<file path="src/rtl/tgr_pkg.sv">
package tgr_pkg;

    localparam int SAMPLE_BITS = 8;
    localparam int TIMER_BITS = 16;
    localparam int ELAPSED_BITS = 12;

    localparam logic [4:0] TILT_X  = 5'b10000;
    localparam logic [4:0] TILT_Y  = 5'b01000;
    localparam logic [4:0] TILT_Z  = 5'b00100;
    localparam logic [4:0] TILT_HI = 5'b00010;
    localparam logic [4:0] TILT_LO = 5'b00001;
    localparam logic [4:0] TILT_NONE = 5'b00000;

    localparam logic [1:0] STAGE_FIRST  = 2'd1;
    localparam logic [1:0] STAGE_SECOND = 2'd2;

    localparam logic [1:0] CFG_TILT_HIGH  = 2'd0;
    localparam logic [1:0] CFG_TILT_LOW   = 2'd1;
    localparam logic [1:0] CFG_TIMEOUT_MS = 2'd2;

    localparam logic [2:0] GESTURE_UP_LEFT    = 3'd0;
    localparam logic [2:0] GESTURE_UP_RIGHT   = 3'd1;
    localparam logic [2:0] GESTURE_DOWN_LEFT  = 3'd2;
    localparam logic [2:0] GESTURE_DOWN_RIGHT = 3'd3;
    localparam logic [2:0] GESTURE_RIGHT_UP   = 3'd4;
    localparam logic [2:0] GESTURE_RIGHT_DOWN = 3'd5;
    localparam logic [2:0] GESTURE_LEFT_UP    = 3'd6;
    localparam logic [2:0] GESTURE_LEFT_DOWN  = 3'd7;

    typedef struct packed {
        logic signed [SAMPLE_BITS-1:0] accel_x;
        logic signed [SAMPLE_BITS-1:0] accel_y;
        logic signed [SAMPLE_BITS-1:0] accel_z;
        logic [ELAPSED_BITS-1:0]       elapsed_ms;
    } t_in_item;

    typedef struct packed {
        logic [2:0] gesture_index;
        logic       timed_out;
    } t_out_item;

    typedef struct packed {
        logic signed [SAMPLE_BITS-1:0] tilt_high;
        logic signed [SAMPLE_BITS-1:0] tilt_low;
        logic [TIMER_BITS-1:0]         timeout_ms;
    } t_cfg;

    typedef struct packed {
        logic [1:0]            stage;
        logic [4:0]            first_tilt;
        logic [TIMER_BITS-1:0] elapsed_total;
    } t_state;

    typedef struct packed {
        logic      valid;
        t_out_item item;
    } t_result;

endpackage

</file>
<file path="src/rtl/two_stage_tilt_gesture_recognizer.sv">
// Two-stage tilt gesture recognizer. Each sample transaction carries a 3-axis
// accelerometer reading and the milliseconds since the previous sample; the
// block finds a first tilt, then a matching second tilt, and returns a gesture
// index 0..7, or a timeout when the timer, cleared by a result or a first tilt,
// passes timeout_ms. Takes one sample every cycle unless a stalled result holds
// it back; a sample's result (if any) is set into the result register from the
// input register through the combinational compare-and-select step. Write
// configuration only while no sample is in flight.
module two_stage_tilt_gesture_recognizer
    import tgr_pkg::*;
(
    input  logic                  i_clk,
    input  logic                  i_rst_n,
    input  logic                  i_in_valid,
    output logic                  o_in_stall,
    input  t_in_item              i_in_data,
    output logic                  o_out_valid,
    input  logic                  i_out_stall,
    output t_out_item             o_out_data,
    input  logic                  i_cfg_valid,
    output logic                  o_cfg_ready,
    input  logic [1:0]            i_cfg_index,
    input  logic [TIMER_BITS-1:0] i_cfg_data
);

    logic      r_in_valid;
    t_in_item  r_in_data;
    logic      r_out_valid;
    t_out_item r_out_data;
    t_cfg      r_cfg;
    t_state    r_state;
    t_state    n_state;
    t_result   n_result;
    logic      w_advance;
    logic      w_fire;

    assign w_advance = !r_out_valid || !i_out_stall;
    assign w_fire = r_in_valid && w_advance;
    assign o_in_stall = r_in_valid && !w_advance;
    assign o_out_valid = r_out_valid;
    assign o_out_data = r_out_data;
    assign o_cfg_ready = 1'b1;

    tgr_step u_step (
        .i_item   (r_in_data),
        .i_cfg    (r_cfg),
        .i_state  (r_state),
        .o_state  (n_state),
        .o_result (n_result)
    );

    always_ff @(posedge i_clk) begin
        if (!i_rst_n) begin
            r_in_valid <= 1'b0;
            r_out_valid <= 1'b0;
            r_cfg.tilt_high <= SAMPLE_BITS'(10);
            r_cfg.tilt_low <= -SAMPLE_BITS'(10);
            r_cfg.timeout_ms <= TIMER_BITS'(3000);
            r_state.stage <= STAGE_FIRST;
            r_state.first_tilt <= TILT_NONE;
            r_state.elapsed_total <= '0;
        end else begin
            if (i_in_valid && !o_in_stall) begin
                r_in_valid <= 1'b1;
                r_in_data <= i_in_data;
            end else if (w_fire) begin
                r_in_valid <= 1'b0;
            end

            if (w_fire) begin
                r_state <= n_state;
                r_out_valid <= n_result.valid;
                r_out_data <= n_result.item;
            end else if (!i_out_stall) begin
                r_out_valid <= 1'b0;
            end

            if (i_cfg_valid && o_cfg_ready) begin
                case (i_cfg_index)
                    CFG_TILT_HIGH:  r_cfg.tilt_high <= i_cfg_data[SAMPLE_BITS-1:0];
                    CFG_TILT_LOW:   r_cfg.tilt_low <= i_cfg_data[SAMPLE_BITS-1:0];
                    CFG_TIMEOUT_MS: r_cfg.timeout_ms <= i_cfg_data;
                    default: ;
                endcase
            end
        end
    end

`ifndef NO_ASSERTIONS
    a_stage_legal: assert property (@(posedge i_clk) disable iff (!i_rst_n)
        r_state.stage == STAGE_FIRST || r_state.stage == STAGE_SECOND)
        else $error("stage left its legal codes");

    a_result_clears: assert property (@(posedge i_clk) disable iff (!i_rst_n)
        (w_fire && n_result.valid) |=>
            (r_state.stage == STAGE_FIRST && r_state.elapsed_total == '0
             && r_state.first_tilt == TILT_NONE))
        else $error("result did not clear the sequence");

    a_stall_only_full: assert property (@(posedge i_clk) disable iff (!i_rst_n)
        o_in_stall |-> (r_in_valid && r_out_valid))
        else $error("input stalled with room to advance");

    a_timeout_index: assert property (@(posedge i_clk) disable iff (!i_rst_n)
        (w_fire && n_result.valid && n_result.item.timed_out) |=>
            (o_out_valid && o_out_data.gesture_index == GESTURE_UP_LEFT))
        else $error("timeout transaction carries a gesture index");
`endif

endmodule

</file>
<file path="src/rtl/tgr_step.sv">
module tgr_step
    import tgr_pkg::*;
(
    input  t_in_item i_item,
    input  t_cfg     i_cfg,
    input  t_state   i_state,
    output t_state   o_state,
    output t_result  o_result
);

    logic [TIMER_BITS:0]   w_sum;
    logic [TIMER_BITS-1:0] w_timer;
    logic                  x_hi, x_lo, y_hi, y_lo, z_hi, z_lo;
    logic [4:0]            w_first;
    logic [1:0]            w_stage;
    logic                  w_match;
    logic [2:0]            w_index;

    assign w_sum = {1'b0, i_state.elapsed_total}
                 + {{(TIMER_BITS + 1 - ELAPSED_BITS){1'b0}}, i_item.elapsed_ms};
    assign w_timer = w_sum[TIMER_BITS] ? {TIMER_BITS{1'b1}} : w_sum[TIMER_BITS-1:0];

    assign x_hi = i_item.accel_x > i_cfg.tilt_high;
    assign x_lo = i_item.accel_x < i_cfg.tilt_low;
    assign y_hi = i_item.accel_y > i_cfg.tilt_high;
    assign y_lo = i_item.accel_y < i_cfg.tilt_low;
    assign z_hi = i_item.accel_z > i_cfg.tilt_high;
    assign z_lo = i_item.accel_z < i_cfg.tilt_low;

    always_comb begin
        w_first = i_state.first_tilt;
        w_stage = i_state.stage;
        w_match = 1'b0;
        w_index = GESTURE_UP_LEFT;

        // first tilt, priority x, y, z and high before low
        if (i_state.stage == STAGE_FIRST) begin
            if (x_hi || x_lo || y_hi || y_lo || z_hi || z_lo) begin
                w_stage = STAGE_SECOND;
            end
            if (x_hi) begin
                w_first = TILT_X | TILT_HI;
            end else if (x_lo) begin
                w_first = TILT_X | TILT_LO;
            end else if (y_hi) begin
                w_first = TILT_Y | TILT_HI;
            end else if (y_lo) begin
                w_first = TILT_Y | TILT_LO;
            end else if (z_hi) begin
                w_first = TILT_Z | TILT_HI;
            end else if (z_lo) begin
                w_first = TILT_Z | TILT_LO;
            end
        end

        // second tilt, may complete on the same sample
        if (w_stage == STAGE_SECOND) begin
            case (w_first)
                TILT_Z | TILT_LO: begin
                    w_match = y_hi || y_lo;
                    w_index = y_hi ? GESTURE_UP_LEFT : GESTURE_UP_RIGHT;
                end
                TILT_Z | TILT_HI: begin
                    w_match = y_hi || y_lo;
                    w_index = y_hi ? GESTURE_DOWN_LEFT : GESTURE_DOWN_RIGHT;
                end
                TILT_Y | TILT_LO: begin
                    w_match = z_lo || z_hi;
                    w_index = z_lo ? GESTURE_RIGHT_UP : GESTURE_RIGHT_DOWN;
                end
                TILT_Y | TILT_HI: begin
                    w_match = z_lo || z_hi;
                    w_index = z_lo ? GESTURE_LEFT_UP : GESTURE_LEFT_DOWN;
                end
                default: begin
                    w_match = 1'b0;
                end
            endcase
        end
    end

    always_comb begin
        o_state = i_state;
        o_state.elapsed_total = w_timer;
        o_result.valid = 1'b0;
        o_result.item.gesture_index = GESTURE_UP_LEFT;
        o_result.item.timed_out = 1'b0;

        if (w_timer > i_cfg.timeout_ms) begin
            o_state.stage = STAGE_FIRST;
            o_state.first_tilt = TILT_NONE;
            o_state.elapsed_total = '0;
            o_result.valid = 1'b1;
            o_result.item.timed_out = 1'b1;
        end else if (w_timer != i_cfg.timeout_ms) begin
            if (w_match) begin
                o_state.stage = STAGE_FIRST;
                o_state.first_tilt = TILT_NONE;
                o_state.elapsed_total = '0;
                o_result.valid = 1'b1;
                o_result.item.gesture_index = w_index;
            end else begin
                o_state.stage = w_stage;
                o_state.first_tilt = w_first;
                if (i_state.stage == STAGE_FIRST && w_stage == STAGE_SECOND) begin
                    o_state.elapsed_total = '0;
                end
            end
        end
    end

endmodule

</file>
<file path="config.mk">
export PLATFORM = sky130hd
export DESIGN_NAME = two_stage_tilt_gesture_recognizer
export DESIGN_NICKNAME = d
export VERILOG_FILES = /design/src/rtl/tgr_pkg.sv /design/src/rtl/two_stage_tilt_gesture_recognizer.sv /design/src/rtl/tgr_step.sv
export SDC_FILE = /design/constraint.sdc
export NUM_CORES = 1
export LEC_CHECK = 0
export ABC_AREA = 1
export BUFFER_PORTS_ARGS = -buffer_cell sky130_fd_sc_hd__buf_2
export CAP_MARGIN = 25
export CORE_MARGIN = 4
export CORE_UTILIZATION = 59
export DETAILED_ROUTE_END_ITERATION = 6
export HOLD_SLACK_MARGIN = 0.06
export PLACE_DENSITY_LB_ADDON = 0.1
export RECOVER_POWER = 100
export SLEW_MARGIN = 20
export SYNTH_ARGS = -nofsm -noshare
export SYNTH_HDL_FRONTEND = slang
export SYNTH_SLANG_ARGS = --single-unit
export TNS_END_PERCENT = 50
</file>
<file path="constraint.sdc">
create_clock -name i_clk -period 8.7 [get_ports i_clk]
set_clock_uncertainty 0.05 [all_clocks]
set_input_delay 1.305 -clock i_clk [delete_from_list [all_inputs] [get_ports i_clk]]
set_output_delay 1.305 -clock i_clk [all_outputs]
set_load 0.02 [all_outputs]
</file>
* Word level (Yosys, flattened, before mapping)
Cells that the tools add are included.
** Word-level totals
- Register bits :: 97
- Input port bits :: 59
- Word-level logic and storage cells :: 93
- Output and inout bits :: 7
** Operators by class
- Add/subtract/negate cells :: 1
- Reduce and logical (&&, ||, !) cells :: 28
- Equality and inequality tests :: 10
- Bitwise operators :: 3
- Order comparisons :: 7
- Muxes and demuxes :: 30
** Operators by type and width (count)
- 23-bit two-way mux :: 3
- 5-bit two-way mux :: 7
- 16-bit two-way mux :: 2
- 8-bit greater-than comparator :: 3
- 8-bit < comparator :: 3
- 16-bit by 12-bit adder with 17-bit output :: 1
- 16-bit greater-than comparator :: 1
- 16-bit != test :: 1
- 3-bit case mux with 4 select lines :: 1
- 2-bit AND reduction :: 6
- 1-bit two-way mux :: 11
- 5-bit by 3-bit == test with 1-bit output (second input constant) :: 2
- 5-bit by 4-bit == test with 1-bit output (second input constant) :: 2
- 1-bit logical OR :: 8
- 4-bit two-way mux :: 2
- 2-bit by 1-bit == test with 1-bit output (second input constant) :: 2
- 2-bit == test (second input constant) :: 2
- 1-bit logical AND :: 4
- 1-bit zero test :: 4
- 2-bit two-way mux :: 2
- 2-bit nonzero test :: 2
- 2-bit OR reduction :: 2
- 4-bit OR reduction :: 1
- 3-bit two-way mux :: 1
- 4 further kinds :: 6

* Logic depth before layout (Yosys ltp)
Gate-level depths: netlist (run 1).
- Depth after elaboration :: 16
- Gate-level depth with buffers :: 30
- Gate-level depth less buffers :: 28

* By module
A second synthesis (run 1) with hierarchy kept.
** Unflattened totals
- Cells, all modules :: 811
- Area total of the unflattened synthesis :: 6411.1 um2
** By module, submodules not included
- two_stage_tilt_gesture_recognizer :: times used 1, sequential area each 2342.2 um2, cells an instance 338, area each 3440.8 um2
- tgr_step :: times used 1, sequential area each 0.0 um2, cells an instance 473, area each 2970.3 um2

* Least setup slack after synthesis (run 1)
Ideal clock, no wire load.
- Path kind :: flip-flop to flip-flop
- From :: reg r_in_data[0] in the netlist's numbering
- To :: reg r_state[15] in the netlist's numbering
- Setup slack :: 4597 ps
- Stages on the path, launching flop included :: 30
- Buffers on the path :: 2
- Required time :: 8580 ps
- Period minus slack after synthesis :: 4103 ps
- Arrival :: 3983 ps
- Library setup time :: 70 ps
- Cell sequence :: edfxtp_1 > ha_1 > fa_1 > nand3_1 > nand2_1 > nand2_1 > nand2_1 > a21oi_1 > o21ai_1 > a21oi_1 > o21bai_2 > nand2_2 > clkinv_2 > a21oi_1 > inv_1 > ha_1 > nand2_1 > inv_1 > a221oi_1 > o221ai_1 > nand2_1 > nand2_1 > inv_1 > nor2_1 > or2_1 > clkbuf_1 > buf_2 > nor2_1 > nand3_2 > a21oi_1
** On the way
- Cells in the longest elaborated chain, start to end :: 6
- Elaborated cells between the ends (all ways) :: 8
- Those cells by class :: 1 x add/sub; 1 x order compare; 1 x eq/ne; 5 x mux
** Ends and longest elaborated chain
- start, declared :: line two_stage_tilt_gesture_recognizer.sv:27 : t_in_item r_in_data;
- start signal, assigned :: line two_stage_tilt_gesture_recognizer.sv:65 : r_in_data <= i_in_data;
- 16-bit by 12-bit adder with 17-bit output * :: line tgr_step.sv:20 : + {{(TIMER_BITS + 1 - ELAPSED_BITS){1'b0}}, i_item.elapsed_ms};
- 16-bit two-way mux * :: line tgr_step.sv:21 : assign w_timer = w_sum[TIMER_BITS] ? {TIMER_BITS{1'b1}} : w_sum[TIMER_BITS-1:0];
- parallel branches: the longest is 3 deep, another holds 16-bit greater-than comparator
- 23-bit two-way mux * :: line tgr_step.sv:89 : if (w_timer > i_cfg.timeout_ms) begin
- end signal, assigned :: line two_stage_tilt_gesture_recognizer.sv:71 : r_state <= n_state;
- end, declared :: line two_stage_tilt_gesture_recognizer.sv:31 : t_state r_state;
Every way passes the cells marked *. The select of a mux whose other input is x is not followed.
A chain may end at the register's enable or synchronous reset.

* Worst setup path after layout (run 1)
- From :: reg r_in_data[0] in the netlist's numbering
- To :: reg r_state[11] in the netlist's numbering
The elaborated chain is that of the path after synthesis.

==> impl_metrics.csv, run 1 <==
group,metric,value,unit
placed_design,dp_hpwl,10.3,mm
logic_synthesis,synth_edf_count,40,
sta,drv_slew,37,
sta,fin_crit_sh,60.3,%
clock_tree,htree_levels,3,
clock_tree,postCtsSetupBuffers,0,
critical_path,r2r_cells,25,
power,p_leak,3.10,nW
logic_synthesis,synthCells,744,
route,drt_iter0_markers,234,
floorplan,core_area,9860,um^2
sta,tns,0,ns
critical_path,slowest_stage,"or2_0",
critical_path,cp_top_family,"simple AND/OR/NAND/NOR gates",
outcome,status,"finished, violations left",
power,vdd_drop_max,0.000142,V
logic_synthesis,ys_seq_area_share,39.0,%
cells_and_area,final_cell_mix,"145 x nand2_1, 104 x inv_1, 81 x a21oi_1, 73 x ha_1, 60 x nor2_1",
route,vias_per_cell,5.37,
grt,antenna_found_initial,0,
clock_tree,clk_latency,0.40,ns
grt,track_usage,23.7,%
sta,timing.hold.ws,0.419,ns
route,routed_wl,13.3,mm
sta,setup_viol,0,
power,power.density,150,nW/um^2
cells_and_area,antenna_cells,0,
floorplan,row_count,36,
critical_path,path_buf_inv,3,
logic_synthesis,ys.flop_type,"dfxtp_1",
route,ant_nets,0,
sta,fmax,0.191,GHz
logic_synthesis,ys_warn_count,0,
cells_and_area,area_growth_syn_to_layout,9.94,%
logic_synthesis,synth_seq_cells,97,
critical_path,cp-endpoint,"r_state[11]",
floorplan,pin_count,66,
critical_path,required,8.89,ns
sta,rsz0062_at_grt,"no",
cells_and_area,final_layout_size_suffix_gt1_share,13.7,%
cells_and_area,final_common_cell,"nand2_1",
route,routedWlPerCell,14.1,um
critical_path,end_kind,"flip-flop",
critical_path,r2r_setup_slack,3.45,ns
outcome,violations,"capacitance limit, slew limit",
clock_tree,clkSlewWorstSetupHoldPaths,0.09,ns
logic_synthesis,syn_nets,877,
floorplan,die-area,11900,um^2
critical_path,path_class,"reg2reg",
grt,grt_pass1_vias,4739,
route,dr.pass1.iters,4,
sta,hold_viol_final,0,
logic_synthesis,synth_cell_types,50,
critical_path,startpoint,"r_in_data[0]",
clock_tree,hold_buffers,0,
critical_path,reg2reg_to,"r_state[11]",
placed_design,gp_congestion,0.847,
clock_tree,cts_max_path_buffers,2,
grt,grt_pass1_wl,21.9,mm
critical_path,cp_num_cells,25,
critical_path,start_kind,"flip-flop",
clock_tree,root_buffer,"clkbuf_8",
critical_path,cp_max_fo,16,
clock_tree,cts_sinks,97,
cells_and_area,fillCellCount,865,
critical_path,cp.arrival,5.44,ns
cells_and_area,fin_nets,939,
sta,maxSlewHeadroom,-38.5,%
logic_synthesis,synthesis.area,6010,um^2
critical_path,cp_common_cell,"nand2_1",
clock_tree,cts_tree,"done",
route,vias,5072,
floorplan,die_x,109,um
grt,grt_max_degree,37,
sta,tightest_slew,2.08,ns
job,max_cap_viol_count,1,
sta,period_needed,5.25,ns
floorplan,start_util,60.9,%
logic_synthesis,avgSynthCellArea,8.07,um^2
logic_synthesis,async_flop_share,0,%
critical_path,critPathMaxStageDelay,0.69,ns
clock_tree,post_cts_resized,0,
critical_path,r2r_start,"r_in_data[0]",
worst_hold_path,hold_path.class,"reg2reg",
clock_tree,numCtsBuffers,9,
grt,grt_overflow,0,
route,post-route-drc-count,0,
placed_design,io_buffers,64,
floorplan,die_y,109,um
-- state kept, by name, indices dropped and copies added (netlist names) --
signal	cells
r_in_data	36
r_state	23
o_out_data	4
r_cfg	32
o_out_valid	1
r_in_valid	1
-- metrics by stage --
stage / total power, W / util [%] / instance area, um^2 / setup WS [ns] / cells
finish: 0.000993 / 66.9 / 6600 / 3.45 / 944
global route: 0.00105 / 66.9 / 6600 / 2.92 / 944
CTS: 0.00100 / 67.3 / 6640 / 4.07 / 944
detailed placement: 0.000704 / 65.3 / 6440 / 4.13 / 928
global placement: 0.000696 / 65.3 / 6440 / 4.23 / 928
floorplan: 0.000651 / - / 6010 / 4.60 / 744
-- how the worst min path moves through the flow --
stage,slack [ns],end,from,depth (start not counted)
floorplan,0.39,r_cfg[12],r_cfg[12],2
global placement,0.40,r_cfg[10],r_cfg[10],2
detailed placement,0.41,r_cfg[10],r_cfg[10],2
CTS,0.42,r_cfg[10],r_cfg[10],2
global route,0.45,r_cfg[12],r_cfg[12],2
finish,0.42,r_cfg[15],r_cfg[15],2
-- synthesized netlist by cell type, types with 7 or more instances --
master | instances | area (um^2)
nand2_2 | 7 | 43.8
dfxtp_1 | 57 | 1140
nor2_1 | 60 | 225
clkbuf_1 | 12 | 45.0
edfxtp_1 | 40 | 1200
nand3_1 | 40 | 200
o211ai_1 | 16 | 120
nand2_1 | 144 | 541
o21ai_0 | 24 | 120
nand3_2 | 11 | 110
ha_1 | 73 | 913
inv_1 | 103 | 387
o21ai_1 | 8 | 40.0
a21oi_1 | 81 | 405
-- power breakdown --
part | switching [W] | total [W] | internal (W)
clock network | 0.000172 | 0.000298 | 0.000126
registers | 0.00000932 | 0.000503 | 0.000494
logic | 0.000124 | 0.000192 | 0.0000682
total | 0.000305 | 0.000993 | 0.000688
-- layer usage --
metal | global-route usage, % | vias up | routed length (um)
met3 | 5.39 | 21 | 688
met1 | 31.9 | 2330 | 6360
met4 | 8.66 | 0 | 221
met5 | 0 | - | 0
met2 | 37.4 | 105 | 6040
li1 | - | 2616 | -
-- tightest hold or removal path, delay by kind of cell (launching register included) --
family | cells | cell delay (ns)
AO/OA/AOI/OAI | 1 | 0.06
buffers and inverters | 1 | 0.06
flip-flops | 1 | 0.31
-- logic make-up after synthesis --
logic type                 count (synthesis)  share of synthesized area, %
AOI/OAI and AO/OA                        155                          14.9
xor gates and xnor gates                   5                         0.729
adders and majority gates                 74                          15.5
buffers and inverters                    126                          8.29
DFF                                       97                          39.0
other                                      1                        0.0624
and+or+nand+nor                          286                          21.5
-- cell type report --
class	instances	area (um^2)	share of cell area, %
inverters	110	414	6.27
repair buffers	67	329	4.98
flip-flops and latches	97	2340	35.5
well taps	133	166	2.52
clock buffers	11	153	2.31
clock inverters	5	43.8	0.663
multi-input cells	521	3160	47.8
Note: power is estimated with default switching activity, not from simulation.
==> inputs of run 2 (changes only) <==
Settings changed: CORE_UTILIZATION 59 to 54.
Clock period 8.7 ns to 4.45 ns, I/O delays scaled along.
==> impl_metrics.csv, run 2 (synthesis gave the netlist of run 1 again) <==
group,metric,value,unit
outcome,status,"finished, violations left",
outcome,violations,"capacitance limit, slew limit",
clock_tree,htree_levels,3,
critical_path,r2r_setup_slack,0.24,ns
cells_and_area,fillCellCount,919,
placed_design,gp_congestion,0.910,
power,p_leak,3.18,nW
route,drt_iter0_markers,325,
power,combPwrFrac,19.9,%
floorplan,die_x,113,um
critical_path,r2r_start,"r_in_data[0]",
cells_and_area,antenna_cells,0,
floorplan,start_util,55.4,%
grt,grt_pass1_vias,4875,
worst_hold_path,worstHoldStart,"i_in_data[12]",
floorplan,row_count,38,
power,pwr-share-clk,31.1,%
grt,track_usage,21.8,%
floorplan,pin_count,66,
placed_design,io_buffers,64,
power,power.density,291,nW/um^2
critical_path,start_kind,"flip-flop",
power,seqPwrFrac,49.0,%
floorplan,die_y,113,um
route,routedWlPerCell,14.3,um
critical_path,cp_max_fo,8,
placed_design,dp_hpwl,10.3,mm
grt,antenna_found_initial,0,
cells_and_area,top_register,"r_in_data",
critical_path,path_class,"reg2reg",
critical_path,end_kind,"flip-flop",
power,vdd_drop_max,0.000235,V
sta,period_needed,4.21,ns
floorplan,die-area,12900,um^2
sta,drv_slew,37,
clock_tree,clk_latency,0.39,ns
grt,grt_overflow,0,
power,switching_share,29.9,%
cells_and_area,final_cell_mix,"143 x nand2_1, 101 x inv_1, 73 x a21oi_1, 67 x ha_1, 57 x dfxtp_1",
clock_tree,cts_sinks,97,
clock_tree,numCtsBuffers,9,
critical_path,reg2reg_to,"r_state[4]",
route,dr.pass1.iters,5,
route,post-route-drc-count,0,
power,switchingPower,0.000601,W
grt,grt_pass1_wl,22.9,mm
sta,tightest_slew,1.99,ns
cells_and_area,area_growth_syn_to_layout,14.8,%
route,routed_wl,13.7,mm
route,vias_per_cell,5.39,
cells_and_area,final_common_cell,"nand2_1",
cells_and_area,final_layout_size_suffix_gt1_share,18.9,%
critical_path,required,4.72,ns
worst_hold_path,hold_path.class,"in2reg",
cells_and_area,largest_reg_flops,36,
clock_tree,clkSlewWorstSetupHoldPaths,0.10,ns
clock_tree,cts_max_path_buffers,2,
sta,fmax,0.238,GHz
worst_hold_path,holdPathStages,1,
job,max_cap_viol_count,1,
critical_path,startpoint,"r_in_data[0]",
sta,setup_viol,0,
clock_tree,root_buffer,"clkbuf_8",
critical_path,cp.arrival,4.48,ns
sta,hold_viol_final,0,
sta,maxSlewHeadroom,-32.9,%
route,ant_nets,0,
cells_and_area,top_regs,"r_in_data x36, r_cfg x32, r_state x23",
route,vias,5166,
power,power.internal,0.00141,W
grt,grt_max_degree,37,
sta,timing.hold.ws,0.396,ns
floorplan,core_area,10800,um^2
sta,tns,0,ns
sta,rsz0062_at_grt,"no",
clock_tree,cts_tree,"done",
sta,fin_crit_sh,94.6,%
critical_path,r2r_cells,27,
clock_tree,hold_buffers,0,
cells_and_area,fin_nets,947,
worst_hold_path,holdPathEnd,"r_in_data[12]",
-- run 2: worst max-delay path by stage --
stage | cells past startpoint | slack, ns | endpoint
finish | 27 | 0.24 | r_state[4]
global route | 27 | 0.004 | r_state[14]
CTS | 26 | 0.04 | r_state[21]
detailed placement | 27 | -0.19 | r_state[14]
global placement | 27 | 0.01 | r_state[11]
floorplan | 29 | 0.35 | r_state[15]
-- run 2: layout make-up --
cell class | instances | area [um^2] | area share, %
multi-input cells | 522 | 3380 | 49.0
clock inverters | 5 | 57.6 | 0.835
repair inverters | 1 | 3.75 | 0.0544
repair buffers | 73 | 367 | 5.32
clock buffers | 11 | 153 | 2.21
inverters | 110 | 420 | 6.10
flip-flops and latches | 97 | 2340 | 34.0
well taps | 140 | 175 | 2.54
-- run 2: per-stage QoR --
| step | cells | cell area [um^2] | total power [W] | setup WS, ns | utilization, % |
|---|---|---|---|---|---|
| CTS | 955 | 6700 | 0.00200 | 0.0426 | 61.8 |
| global placement | 939 | 6480 | 0.00137 | 0.0108 | 59.8 |
| floorplan | 744 | 6010 | 0.00127 | 0.347 | - |
| global route | 959 | 6890 | 0.00212 | 0.00375 | 63.6 |
| finish | 959 | 6890 | 0.00201 | 0.242 | 63.6 |
| detailed placement | 939 | 6480 | 0.00138 | -0.193 | 59.8 |
-- run 2: what timing repair did --
action	CTS	global route
endpoints found under the setup margin	17	25
setup buffers	0	2
hold endpoints to repair	0	0
gates resized for setup	5	52
gates cloned	0	2
pin swaps	0	11
-- run 2: worst max-delay path: stages (launching register included) --
cell      delay (ns)
edfxtp_1        0.38
ha_2            0.20
fa_2            0.39
nand3_2         0.09
nand2_2         0.08
nand2_1         0.07
nand2_1         0.09
a21oi_2         0.14
o21ai_2         0.09
a21oi_2         0.18
o21bai_4        0.09
nand2_4         0.15
inv_8           0.06
nor2_4          0.11
inv_1           0.06
ha_1            0.31
inv_2           0.09
o21bai_1        0.09
a221oi_2        0.25
o221ai_2        0.15
nand2_1         0.09
nand2_1         0.06
inv_1           0.12
nor2_4          0.06
or2_4           0.33
nor2_4          0.12
nand3_1         0.09
a21oi_2         0.15
-- run 2: routing by layer --
layer / global-route usage (%) / share of wire [%] / wire (um)
met5: 0 / 0 / 0
met4: 6.81 / 1.4 / 192
met3: 3.40 / 4.8 / 661
met2: 34.3 / 45 / 6130
met1: 31.1 / 49 / 6710
-- run 2: power groups by stage --
stage	sequential (W)	combinational, W	clock, W
after CTS	0.000983	0.000382	0.000636
after detailed placement	0.00100	0.000378	0
after global routing	0.000989	0.000455	0.000677
final	0.000984	0.000400	0.000624
after global placement	0.00100	0.000367	0
after floorplan	0.00100	0.000273	0
==> inputs of run 3 (changes only) <==
Settings changed: CORE_MARGIN 4 to 2, PLACE_DENSITY set to 0.77, PLACE_DENSITY_LB_ADDON 0.1 to not set.
==> impl_metrics.csv, run 3 (synthesis gave the netlist of run 1 again) <==
group,metric,value,unit
outcome,status,"finished, violations left",
outcome,violations,"capacitance limit, slew limit",
clock_tree,numCtsBuffers,9,
floorplan,pin_count,66,
sta,tightest_slew,2.18,ns
route,vias,5332,
route,drt_iter0_markers,440,
cells_and_area,multi_input_area,3310,um^2
cells_and_area,postLayoutCoreUtil,63.2,%
placed_design,pre_cts_ws,-0.0486,ns
floorplan,core_area,10800,um^2
sta,drv_slew,37,
cells_and_area,largest_reg_flops,36,
sta,fin_crit_sh,95.8,%
sta,hold_viol_final,0,
grt,grt_pass1_wl,23.2,mm
grt,grt_overflow,0,
critical_path,r2r_cells,26,
cells_and_area,final_layout_size_suffix_gt1_share,18.7,%
critical_path,reg2reg_to,"r_state[14]",
floorplan,die_y,109,um
power,power.density,292,nW/um^2
placed_design,dpl_cell_area,6490,um^2
sta,maxSlewHeadroom,-45.5,%
critical_path,cp-endpoint,"r_state[14]",
grt,grt_pass1_vias,5255,
cells_and_area,fin_nets,950,
route,routedWlPerCell,15.2,um
sta,setup_viol,0,
cells_and_area,final_common_cell,"nand2_1",
floorplan,die-area,12000,um^2
critical_path,start_kind,"flip-flop",
worst_hold_path,hold_path.class,"in2reg",
cells_and_area,fillCellCount,921,
cells_and_area,fin_cells,962,
critical_path,path_class,"reg2reg",
cells_and_area,top_regs,"r_in_data x36, r_cfg x32, r_state x23",
critical_path,cp_max_fo,8,
power,p_leak,3.17,nW
clock_tree,root_buffer,"clkbuf_8",
cells_and_area,top_register,"r_in_data",
route,vias_per_cell,5.54,
worst_hold_path,worstHoldStart,"i_in_data[16]",
route,dr.pass1.iters,5,
clock_tree,cts_tree,"done",
job,max_cap_viol_count,1,
cells_and_area,final_cell_mix,"142 x nand2_1, 103 x inv_1, 74 x a21oi_1, 70 x ha_1, 57 x dfxtp_1",
placed_design,post-place-cells,940,
clock_tree,clkSlewWorstSetupHoldPaths,0.10,ns
floorplan,start_util,55.4,%
sta,tns,0,ns
critical_path,r2r_start,"r_in_data[0]",
floorplan,die_x,109,um
grt,track_usage,24.9,%
critical_path,end_kind,"flip-flop",
clock_tree,clk_latency,0.38,ns
critical_path,required,4.70,ns
clock_tree,cts_sinks,97,
cells_and_area,fin_area,6850,um^2
placed_design,io_buffers,64,
clock_tree,cts_max_path_buffers,2,
grt,grt_max_degree,37,
placed_design,dp_hpwl,10.6,mm
critical_path,startpoint,"r_in_data[0]",
cells_and_area,register_area,2340,um^2
placed_design,gp_congestion,0.866,
floorplan,row_count,38,
route,post-route-drc-count,0,
route,routed_wl,14.6,mm
route,ant_nets,0,
cells_and_area,antenna_cells,0,
critical_path,r2r_setup_slack,0.19,ns
power,vdd_drop_max,0.000194,V
sta,period_needed,4.26,ns
critical_path,cp.arrival,4.51,ns
cells_and_area,area_growth_syn_to_layout,14.0,%
sta,fmax,0.235,GHz
clock_tree,htree_levels,3,
sta,setup_slack,0.186,ns
grt,antenna_found_initial,0,
-- run 3: power breakdown --
group | switching (W) | total (W) | leakage, nW | internal, W
clock network | 0.000339 | 0.000611 | 0.105 | 0.000272
registers | 0.0000185 | 0.000985 | 0.842 | 0.000966
logic | 0.000263 | 0.000408 | 2.22 | 0.000145
total | 0.000620 | 0.00200 | 3.17 | 0.00138
-- run 3: final cells by class --
class / count / area share (%)
clock buffers: 12 / 2.58
multi-input cells: 522 / 48.4
well taps: 140 / 2.56
clock inverters: 4 / 0.457
inverters: 110 / 6.06
flip-flops and latches: 97 / 34.2
repair buffers: 77 / 5.79
-- run 3: routing by layer --
metal / vias to the layer above / wire (um) / track usage [%] / share of wire, %
met5: - / 0 / 0 / 0
met4: 0 / 375 / 11.2 / 2.6
met3: 36 / 1010 / 5.10 / 6.9
met2: 194 / 6920 / 41.5 / 47
met1: 2463 / 6320 / 31.1 / 43
li1: 2639 / - / - / -
-- run 3: critical path, stage by stage, from the launching register on --
cell      delay (ns)
edfxtp_1        0.40
ha_2            0.21
fa_2            0.41
nand3_2         0.10
nand2_2         0.07
nand2_1         0.08
nand2_2         0.07
a21oi_2         0.14
o21ai_2         0.08
a21oi_2         0.15
o21bai_2        0.11
nand2_2         0.14
o21ai_1         0.08
nor2_1          0.15
inv_1           0.09
ha_4            0.27
nand2_1         0.07
inv_1           0.07
nand3_2         0.10
nor3_4          0.27
nand4_1         0.22
inv_2           0.12
nor2_2          0.07
or2_4           0.29
nor2_2          0.15
nand3_2         0.08
a21oi_1         0.15
-- run 3: repair_timing --
| action | in CTS | in global routing |
|---|---|---|
| gates resized for setup | 2 | 37 |
| pin swaps | 0 | 11 |
| hold buffers | 0 | 0 |
| cloned | 0 | 1 |
| endpoints found under the setup margin | 16 | 26 |
| setup buffers | 0 | 5 |
-- run 3: how the worst min path moves through the flow --
stage | cells past startpoint | slack, ns | end
3_3_place_gp | 2 | 0.40 | r_state[20]
6_report | 1 | 0.40 | r_in_data[16]
5_1_grt | 1 | 0.38 | r_in_data[24]
4_1_cts | 1 | 0.39 | r_in_data[24]
2_1_floorplan | 2 | 0.39 | r_cfg[12]
3_5_place_dp | 2 | 0.41 | r_cfg[6]
-- run 3: per-stage QoR --
step / hold WS [ns] / power (W)
after global placement: 0.401 / 0.00136
after detailed placement: 0.411 / 0.00139
after floorplan: 0.385 / 0.00127
after global routing: 0.381 / 0.00210
final: 0.399 / 0.00200
after CTS: 0.390 / 0.00199
